## config.mk

```make
export PLATFORM = sky130hd
export DESIGN_NAME = mexp_cell
export DESIGN_NICKNAME = d
export VERILOG_FILES = /design/src/design/mexp_pkg.sv /design/src/design/mexp_cell.sv
export SDC_FILE = /design/constraint.sdc
export NUM_CORES = 1
export LEC_CHECK = 0
export BUFFER_PORTS_ARGS = -buffer_cell sky130_fd_sc_hd__buf_2
export CAP_MARGIN = 20
export CORE_MARGIN = 5
export CORE_UTILIZATION = 26
export DETAILED_ROUTE_END_ITERATION = 10
export GPL_ROUTABILITY_DRIVEN = 1
export PLACE_DENSITY = 0.58
export SLEW_MARGIN = 20
export SYNTH_ARGS = -nofsm -noshare
export SYNTH_HDL_FRONTEND = slang
export SYNTH_SLANG_ARGS = --single-unit
```

## constraint.sdc

```tcl
create_clock -name i_clk -period 9.8 [get_ports i_clk]
set_input_delay 1.47 -clock i_clk [delete_from_list [all_inputs] [get_ports i_clk]]
set_output_delay 1.47 -clock i_clk [all_outputs]
set_load 0.05 [all_outputs]
```

## src/design/mexp_pkg.sv

```systemverilog
// shared types and constants of the modular exponentiation block
package mexp_pkg;

    // exponent bits scanned per request
    localparam int EXP_BITS = 32;
    localparam int CNT_W    = $clog2(EXP_BITS);

    // destination of a product traveling down the cell row
    localparam logic TAG_R = 1'b0;   // running result
    localparam logic TAG_Y = 1'b1;   // running square

    typedef enum logic [5:0] {
        S_IDLE = 6'b000001,
        S_INIT = 6'b000010,
        S_MUL  = 6'b000100,
        S_SQR  = 6'b001000,
        S_WAIT = 6'b010000,
        S_OUT  = 6'b100000
    } t_state;

    typedef struct packed {
        logic valid;
        logic tag;
    } t_cell_ctl;

endpackage

```

## src/design/mexp_cell.sv

```systemverilog
// one cell of the modular multiplier row: one multiplier bit per cell
module mexp_cell
    import mexp_pkg::*;
#(
    parameter int WIDTH = 32
) (
    input  logic             i_clk,
    input  logic             i_rst_n,
    input  logic [WIDTH-1:0] i_n,
    input  t_cell_ctl        i_ctl,
    input  logic [WIDTH-1:0] i_r,
    input  logic [WIDTH-1:0] i_a,
    input  logic [WIDTH-1:0] i_b,
    output t_cell_ctl        o_ctl,
    output logic [WIDTH-1:0] o_r,
    output logic [WIDTH-1:0] o_a,
    output logic [WIDTH-1:0] o_b
);

    t_cell_ctl        r_ctl;
    logic [WIDTH-1:0] r_r;
    logic [WIDTH-1:0] r_a;
    logic [WIDTH-1:0] r_b;

    logic [WIDTH+1:0] w_sum;
    logic [WIDTH+1:0] w_n1;
    logic [WIDTH+1:0] w_n2;
    logic [WIDTH+1:0] w_sub1;
    logic [WIDTH+1:0] w_sub2;
    logic [WIDTH-1:0] n_r;

    // 2r + bit*a stays below 3n, so at most two subtractions of n
    always_comb begin
        w_sum  = {1'b0, i_r, 1'b0} + (i_b[WIDTH-1] ? {2'b00, i_a} : '0);
        w_n1   = {2'b00, i_n};
        w_n2   = {1'b0, i_n, 1'b0};
        w_sub1 = w_sum - w_n1;
        w_sub2 = w_sum - w_n2;
        if (w_sum >= w_n2) begin
            n_r = w_sub2[WIDTH-1:0];
        end else if (w_sum >= w_n1) begin
            n_r = w_sub1[WIDTH-1:0];
        end else begin
            n_r = w_sum[WIDTH-1:0];
        end
    end

    always_ff @(posedge i_clk) begin
        if (!i_rst_n) begin
            r_ctl <= '0;
        end else begin
            r_ctl <= i_ctl;
        end
    end

    always_ff @(posedge i_clk) begin
        r_r <= n_r;
        r_a <= i_a;
        r_b <= {i_b[WIDTH-2:0], 1'b0};
    end

    assign o_ctl = r_ctl;
    assign o_r   = r_r;
    assign o_a   = r_a;
    assign o_b   = r_b;

endmodule

```

==> results of run 1 <==
-- cell usage in the layout, fill, tap and decap left out, drive strengths merged, types with 18 or more instances in the layout --
cell	n
xnor2	43
a21oi	85
nor2	57
buf	230
nand3	19
o21bai	18
o21ai	36
nand2	38
ha	95
mux2i	42
and2	36
a21o	50
inv	63
dfxtp	97
xor2	31
-- cell families (layout without fill, tap and decap cells) --
family,Yosys count,in the layout,synth area share [%]
other,1,1,0.04827
muxes,43,43,5.556
and+or+nand+nor,221,221,14.74
adders and majority gates,98,98,16.07
buffers and inverters,82,307,4.719
DFF,97,97,25.00
xor gates and xnor gates,74,74,8.343
AOI/OAI and AO/OA,278,278,25.53
-- report_power, final --
| part | internal (µW) | total, µW | leakage (µW) | switching [µW] |
|---|---|---|---|---|
| sequential | 478 | 508 | 0.000818 | 29.9 |
| combinational | 419 | 1230 | 0.00386 | 808 |
| clock | 175 | 355 | 0.000131 | 181 |
-- through the flow --
step / cells / area [µm²]
after floorplan: 894 / 7769
after detailed placement: 1493 / 9276
after global placement: 1493 / 9276
after global routing: 1509 / 9548
final: 1509 / 9548
after CTS: 1509 / 9548
-- worst paths after layout --
path  startpoint  endpoint  slack, ns  cells after the start
max      i_b[31]    o_r[2]       2.79                     25
min      i_b[23]   o_b[24]       1.20                      1
-- sequential cells by signal, indices dropped and copies added, names as in the netlist --
| signal | count |
|---|---|
| o_r | 32 |
| o_a | 32 |
| o_ctl | 2 |
| o_b | 31 |
-- synthesized netlist by cell type, types with 15 or more instances --
| library cell | count | share of area, % |
|---|---|---|
| dfxtp_1 | 97 | 25 |
| ha_1 | 95 | 15 |
| a21oi_1 | 85 | 5.5 |
| inv_1 | 61 | 2.9 |
| nor2_1 | 55 | 2.7 |
| a21o_1 | 50 | 4.8 |
| xnor2_1 | 43 | 4.8 |
| mux2i_1 | 42 | 5.4 |
| nand2_1 | 37 | 1.8 |
| and2_1 | 36 | 2.9 |
| xor2_1 | 31 | 3.5 |
| o21ai_0 | 27 | 1.7 |
| nand3_1 | 19 | 1.2 |
| o21bai_1 | 18 | 1.7 |
| o21a_1 | 15 | 1.4 |
-- cell type report --
cell class	count	area, µm²
multi-input combinational	715	5461
inverter	61	229.0
clock buffer	11	232.7
timing repair buffer	230	1156
clock inverter	5	38.79
sequential	97	1942
fill	3178	20010
tap	390	488.0
-- routing by layer --
metal / GRT usage (%) / wire [µm]
met5: 0 / 41
met4: 4.976 / 473
met2: 23.31 / 11240
met3: 3.570 / 1544
met1: 18.68 / 11350
==> summary.md, run 1 <==
| Metric | Value |
|---|---|
| Synth Net Count | `1124` |
| Via count | `7150` |
| Initial core utilization | `26.28%` |
| Period Utilization, post-route | `71.53%` |
| Detailed Place HPWL | `20200 µm` |
| H-tree depth | `3` |
| Initial antenna violation count | `3` |
| Cts repair resizes | `0` |
| Die footprint | `33440 µm²` |
| CP bufs+invs | `3` |
| Slowest-stage cell, CP | `o2111ai_4` |
| Hold-fix buffers, CTS | `0` |
| Startpoint Class | `primary input` |
| Diode count | `0` |
| Tot GR Track Use | `14.37%` |
| Via/cell ratio | `4.738` |
| Synth Instances | `894` |
| Crit Path Category | `in2reg` |
| Most used cell, CP | `ha_1` |
| Slew Limit Fails | `0` |
| Worst slew pin tran | `0.9169 ns` |
| Setup Buffers After CTS | `0` |
| Area Overhead vs Synth | `22.90%` |
| Seq/Total Area, Yosys | `25.00%` |
| Input/output buffers | `228` |
| NumNets Final | `1344` |
| Total iterations of the first detailed-routing run | `4` |
| Post-route setup TNS | `0 ns` |
| Max-slew headroom | `38.46%` |
| Die Y | `182.9 µm` |
| Clk sinks | `97` |
| Largest delay share family, worst path | `compound AO/OA/AOI/OAI gates` |
| Worst-path clk slew | `0.07 ns` |
| Pwr Total | `2091 µW` |
| FMAX | `0.1427 GHz` |
| Final ANT Viol Nets | `0` |
| DRC viols | `0` |
| Number of flops mapped to enable cells by yosys | `0` |
| Core area | `29560 µm²` |
| Final setup margin | `2.791 ns` |
| CTS Root Cell | `clkbuf_16` |
| GPL Wtd Cong | `0.8442` |
| Unrepaired setup endpoints after global routing | `false` |
| Post-layout minimum cycle time | `7.009 ns` |
| Yosys warning total | `0` |
| Synth async-reset ratio | `0%` |
| DRT Wirelength | `24650 µm` |
| Worst hold slack | `1.196 ns` |
| Place WS | `2.293 ns` |
| CP max FO | `32` |
| CP endpoint kind | `register` |
| CTS tree | `done` |
| Max VDD drop | `81.32 µV` |
| Layout cells sized above 1 | `24.13%` |
| Max incr delay on CP | `0.58 ns` |
| Lkg Pwr | `0.004810 µW` |
| Register bit total from synthesis | `97` |
| Type of the worst min-delay path | `in2reg` |
| # setup viols final | `0` |
| Worst path required time | `10.06 ns` |
| Maximum Capacitance Violations | `0` |
| WP data arrival | `7.27 ns` |
| Power per Cell Area | `219.0 nW/µm²` |
| Outcome | `finished, final reports clean` |
| Row cnt | `63` |
| Detailed Route Iter0 Violations | `319` |
| Synthesized cell area | `7769 µm²` |
| Vias in the first global route | `7140` |
| # IOs | `230` |
| Mean Syn Cell Area | `8.690 µm²` |
| Fin. Hold Viols | `0` |
| Distinct cell type count after synthesis | `76` |
| Largest net degree at the start of global routing | `33` |
| Ys flop type | `dfxtp_1` |
| Grt ovf | `0` |
| Post-layout util | `32.30%` |
| Worst-case clock buffer depth | `2` |
| Die extent in x | `182.9 µm` |
| TritonCTS buffer count | `9` |
| Avg WL per Cell | `16.34 µm` |
| Global-route wire length before repair | `38160 µm` |
(Power assumes the default switching activity.)
==> run 2: changes to the inputs <==
Clock period 9.8 ns to 6.7 ns, I/O delays scaled along.
==> summary.md, run 2 (synthesized netlist as in run 1, its figures left out) <==
| Metric | Value |
|---|---|
| # setup viols final | `0` |
| CTS Root Cell | `clkbuf_16` |
| Die extent in x | `182.9 µm` |
| Avg WL per Cell | `16.10 µm` |
| Unrepaired setup endpoints after global routing | `false` |
| Global-route wire length before repair | `37830 µm` |
| Final ANT Viol Nets | `0` |
| Area Overhead vs Synth | `24.08%` |
| Lkg Pwr | `0.004860 µW` |
| CP endpoint kind | `register` |
| Reg area | `1942 µm²` |
| Crit Path Category | `in2reg` |
| End of the worst hold path | `o_b[31]` |
| Clk sinks | `97` |
| Place WS | `0.2073 ns` |
| NumNets Final | `1351` |
| Largest net degree at the start of global routing | `25` |
| Power per Cell Area | `320.9 nW/µm²` |
| DR WL met2 | `11150 µm` |
| Row cnt | `63` |
| Diode count | `0` |
| Startpoint Class | `primary input` |
| WP data arrival | `6.38 ns` |
| Core area | `29560 µm²` |
| Via/cell ratio | `4.738` |
| Layout cells sized above 1 | `24.78%` |
| Placed cells | `1500` |
| Fillcell total | `3196` |
| Min-Delay Path Depth | `1` |
| Max-slew headroom | `48.84%` |
| Type of the worst min-delay path | `in2reg` |
| Input/output buffers | `228` |
| Design area | `9639 µm²` |
| Worst-case clock buffer depth | `2` |
| Most frequent cells in the layout | `228 x buf_2, 97 x dfxtp_1, 95 x ha_1` |
| Met3 wire length | `1352 µm` |
| Max Used Layer | `met5` |
| Fin. Hold Viols | `0` |
| Die footprint | `33440 µm²` |
| Detailed Place HPWL | `20270 µm` |
| Pwr Total | `3093 µW` |
| Tot GR Track Use | `14.23%` |
| FMAX | `0.1632 GHz` |
| DRC viols | `0` |
| Detailed Route Iter0 Violations | `274` |
| Total iterations of the first detailed-routing run | `5` |
| GPL Wtd Cong | `0.8580` |
| # IOs | `230` |
| Outcome | `finished, final reports clean` |
| Maximum Capacitance Violations | `0` |
| HP Start | `i_b[30]` |
| H-tree depth | `3` |
| Via count | `7183` |
| Placement Cell Area | `9341 µm²` |
| Grt ovf | `0` |
| Initial antenna violation count | `3` |
| Post-route setup TNS | `0 ns` |
| Finished Layout Cells | `1516` |
| Initial core utilization | `26.28%` |
| CTS tree | `done` |
| TritonCTS buffer count | `9` |
| Slew Limit Fails | `0` |
| Hold-fix buffers, CTS | `0` |
| Most common cell after layout, fill and taps aside | `buf_2` |
| CP max FO | `20` |
| Die Y | `182.9 µm` |
| Worst path required time | `6.96 ns` |
| Setup Buffers After CTS | `0` |
| Cts repair resizes | `0` |
| DRT Wirelength | `24410 µm` |
| Max VDD drop | `118.6 µV` |
| Final setup margin | `0.5730 ns` |
| Worst-path clk slew | `0.08 ns` |
| Area of the multi-input gates | `5461 µm²` |
| Period Utilization, post-route | `91.45%` |
| Vias in the first global route | `7163` |
| Met1 wire length | `11390 µm` |
| Post-layout minimum cycle time | `6.127 ns` |
| Worst slew pin tran | `0.7481 ns` |
run 2: stage by stage:
step / hold WS, ns / utilization (%)
6_report: 0.7252 / 32.61
3_3_place_gp: 1.108 / 31.60
4_1_cts: 0.6938 / 32.61
3_5_place_dp: 1.109 / 31.60
2_1_floorplan: 1.033 / -
5_1_grt: 0.6960 / 32.61
run 2: how the worst max path moves through the flow:
stage               depth (start not counted)  slack (ns)  endpoint    start
floorplan                                  23        1.35   o_r[10]  i_b[31]
global placement                           25        0.41   o_r[20]  i_b[31]
detailed placement                         25        0.21   o_r[24]  i_b[31]
CTS                                        25        0.55   o_r[23]  i_b[31]
global route                               25        0.17   o_r[23]  i_b[31]
finish                                     25        0.57   o_r[23]  i_b[31]
run 2: final cells by class:
class | count | area share, %
multi-input combinational | 715 | 56.66
sequential | 97 | 20.15
timing repair buffer | 237 | 12.67
tap | 390 | 5.062
inverter | 61 | 2.375
clock buffer | 9 | 2.336
clock inverter | 7 | 0.7529
run 2: power by group:
part           internal, µW  leakage, µW  total [µW]  switching [µW]
registers               699     0.000818         744            44.4
clock network           264     0.000143         545             281
logic                   626      0.00390        1800            1180
run 2: metal layers:
metal / up-vias / GRT usage (%)
met4: 6 / 5.066
met3: 25 / 3.193
met5: - / 0
met2: 169 / 23.10
met1: 3286 / 18.63
li1: 3697 / -
run 2: critical path, stage by stage:
cell and delay, ns:
buf_2 0.31, and2_1 0.19, ha_1 0.19, inv_1 0.07, fa_1 0.40, nor2b_1 0.18
o31a_2 0.19, o22a_4 0.19, a31oi_4 0.13, o21ai_0 0.29, a21o_1 0.18, a21oi_1 0.10
xnor2_1 0.19, ha_1 0.39, nand4_1 0.15, or2_1 0.25, nor2_1 0.20, nand3_1 0.12
a211oi_2 0.23, nor3b_2 0.11, a21boi_1 0.17, o2111ai_4 0.39, buf_4 0.40, mux2i_1 0.25
a21oi_1 0.10
==> run 3: changes to the inputs <==
Settings changed: PLACE_DENSITY 0.58 to 0.6.
Clock period 6.7 ns to 5.25 ns, I/O delays scaled along.
==> summary.md, run 3 (synthesized netlist as in run 1, its figures left out) <==
| Metric | Value |
|---|---|
| Crit Path Category | `in2reg` |
| Area Overhead vs Synth | `43.63%` |
| Core area | `29560 µm²` |
| H-tree depth | `3` |
| Via/cell ratio | `4.636` |
| Tot GR Track Use | `14.92%` |
| Total iterations of the first detailed-routing run | `8` |
| Startpoint Class | `primary input` |
| Detailed Place HPWL | `21670 µm` |
| Grt ovf | `0` |
| Slowest-stage cell, CP | `o311a_2` |
| Die footprint | `33440 µm²` |
| End of the worst hold path | `o_b[25]` |
| Die Y | `182.9 µm` |
| Max incr delay on CP | `0.40 ns` |
| Final ANT Viol Nets | `0` |
| Most used cell, CP | `buf_4` |
| # IOs | `230` |
| Lkg Pwr | `0.005746 µW` |
| Initial antenna violation count | `1` |
| Type of the worst min-delay path | `in2reg` |
| Most frequent cells in the layout | `227 x buf_2, 168 x buf_4, 97 x dfxtp_1` |
| DRT Wirelength | `25860 µm` |
| CP max FO | `15` |
| Placement Cell Area | `10590 µm²` |
| CP endpoint kind | `register` |
| Largest net degree at the start of global routing | `19` |
| Comb pwr share | `62.1%` |
| Avg WL per Cell | `15.37 µm` |
| Worst-path clk slew | `0.07 ns` |
| Vias in the first global route | `8031` |
| Period Utilization, post-route | `95.40%` |
| Min-Delay Path Depth | `1` |
| Global-route wire length before repair | `40180 µm` |
| Switching Fraction | `45.90%` |
| Clk sinks | `97` |
| CTS Root Cell | `clkbuf_16` |
| FMAX | `0.1997 GHz` |
| Met3 usage | `2.578%` |
| # setup viols final | `0` |
| Design area | `11160 µm²` |
| Fillcell total | `3074` |
| Worst path required time | `5.52 ns` |
| Row cnt | `63` |
| Int Power | `2332 µW` |
| HP Start | `i_b[24]` |
| NumNets Final | `1518` |
| Final setup margin | `0.2416 ns` |
| DRC viols | `0` |
| Via count | `7797` |
| Maximum Capacitance Violations | `0` |
| GR peak layer | `met2` |
| TritonCTS buffer count | `9` |
| Seq pwr share | `22.3%` |
| Fin. Hold Viols | `0` |
| Slew Limit Fails | `0` |
| Place WS | `-0.4288 ns` |
| Diode count | `0` |
| CP bufs+invs | `7` |
| Layout cells sized above 1 | `37.15%` |
| Finished Layout Cells | `1682` |
| Detailed Route Iter0 Violations | `305` |
| Worst hold slack | `0.5106 ns` |
| GPL Wtd Cong | `0.8740` |
| WP data arrival | `5.28 ns` |
| Input/output buffers | `228` |
| Die extent in x | `182.9 µm` |
| Placed cells | `1660` |
| Worst-case clock buffer depth | `2` |
| Power share of the clock group | `15.6%` |
| Power per Cell Area | `386.3 nW/µm²` |
| Hold-fix buffers, CTS | `0` |
| CTS tree | `done` |
| Largest delay share family, worst path | `compound AO/OA/AOI/OAI gates` |
| Routing usage on met2 | `25.53%` |
| Initial core utilization | `26.28%` |
| Most common cell after layout, fill and taps aside | `buf_2` |
| Outcome | `finished, final reports clean` |
| Post-layout minimum cycle time | `5.008 ns` |
| Max VDD drop | `182.3 µV` |
| Switching Power | `1979 µW` |
| M1 GR Usage | `18.99%` |
[run 3: cell types whose count changed in the layout (fill, tap and decap cells not counted), sizes merged]
cell	before	now
buf	237	403
clkbuf	9	13
inv	64	61
clkinvlp	1	0
[run 3: layout make-up]
class / instances / area (µm²) / area share [%]
multi-input cells: 715 / 5652 / 50.65
inverters: 61 / 229.0 / 2.052
flip-flops and latches: 97 / 1942 / 17.40
well taps: 390 / 488.0 / 4.373
clock buffers: 12 / 256.5 / 2.299
clock inverters: 3 / 26.28 / 0.2355
repair buffers: 404 / 2565 / 22.99
[run 3: metrics by stage]
stage,total power (µW),TNS [ns],util (%)
after floorplan,2729,0,-
after global placement,3569,-7.744,35.83
after detailed placement,3583,-11.94,35.83
after CTS,4303,0,36.83
after global routing,4607,-0.1340,37.75
final,4310,0,37.75
[run 3: power groups by stage]
stage                     combinational [µW]  clock [µW]  sequential [µW]
after floorplan                         1240           0             1490
after global placement                  2580           0              984
after detailed placement                2610           0              977
after CTS                               2630         714              963
after global routing                    2900         740              971
final                                   2680         674              960
[run 3: worst max path at each step]
stage                 start       to  slack [ns]  depth (start not counted)
finish              i_b[31]  o_r[16]        0.24                         25
CTS                 i_b[31]  o_r[23]        0.04                         24
detailed placement  i_b[31]  o_r[17]       -0.43                         24
global placement    i_b[31]   o_r[1]       -0.30                         23
global route        i_b[31]  o_r[30]       -0.03                         27
floorplan           i_b[31]  o_r[10]        0.12                         23
[run 3: per-layer routing]
| metal | share of wire, % | up-vias | wire length [µm] |
|---|---|---|---|
| li1 | - | 4022 | - |
| met5 | 0.027 | - | 7 |
| met1 | 45 | 3542 | 11670 |
| met2 | 47 | 208 | 12240 |
| met3 | 5.6 | 23 | 1457 |
| met4 | 1.9 | 2 | 486 |
[run 3: what timing repair did]
item,CTS,global route
pin swaps,0,29
gates cloned,0,1
resized for setup,3,48
buffers inserted,0,6
setup endpoints to repair,13,32
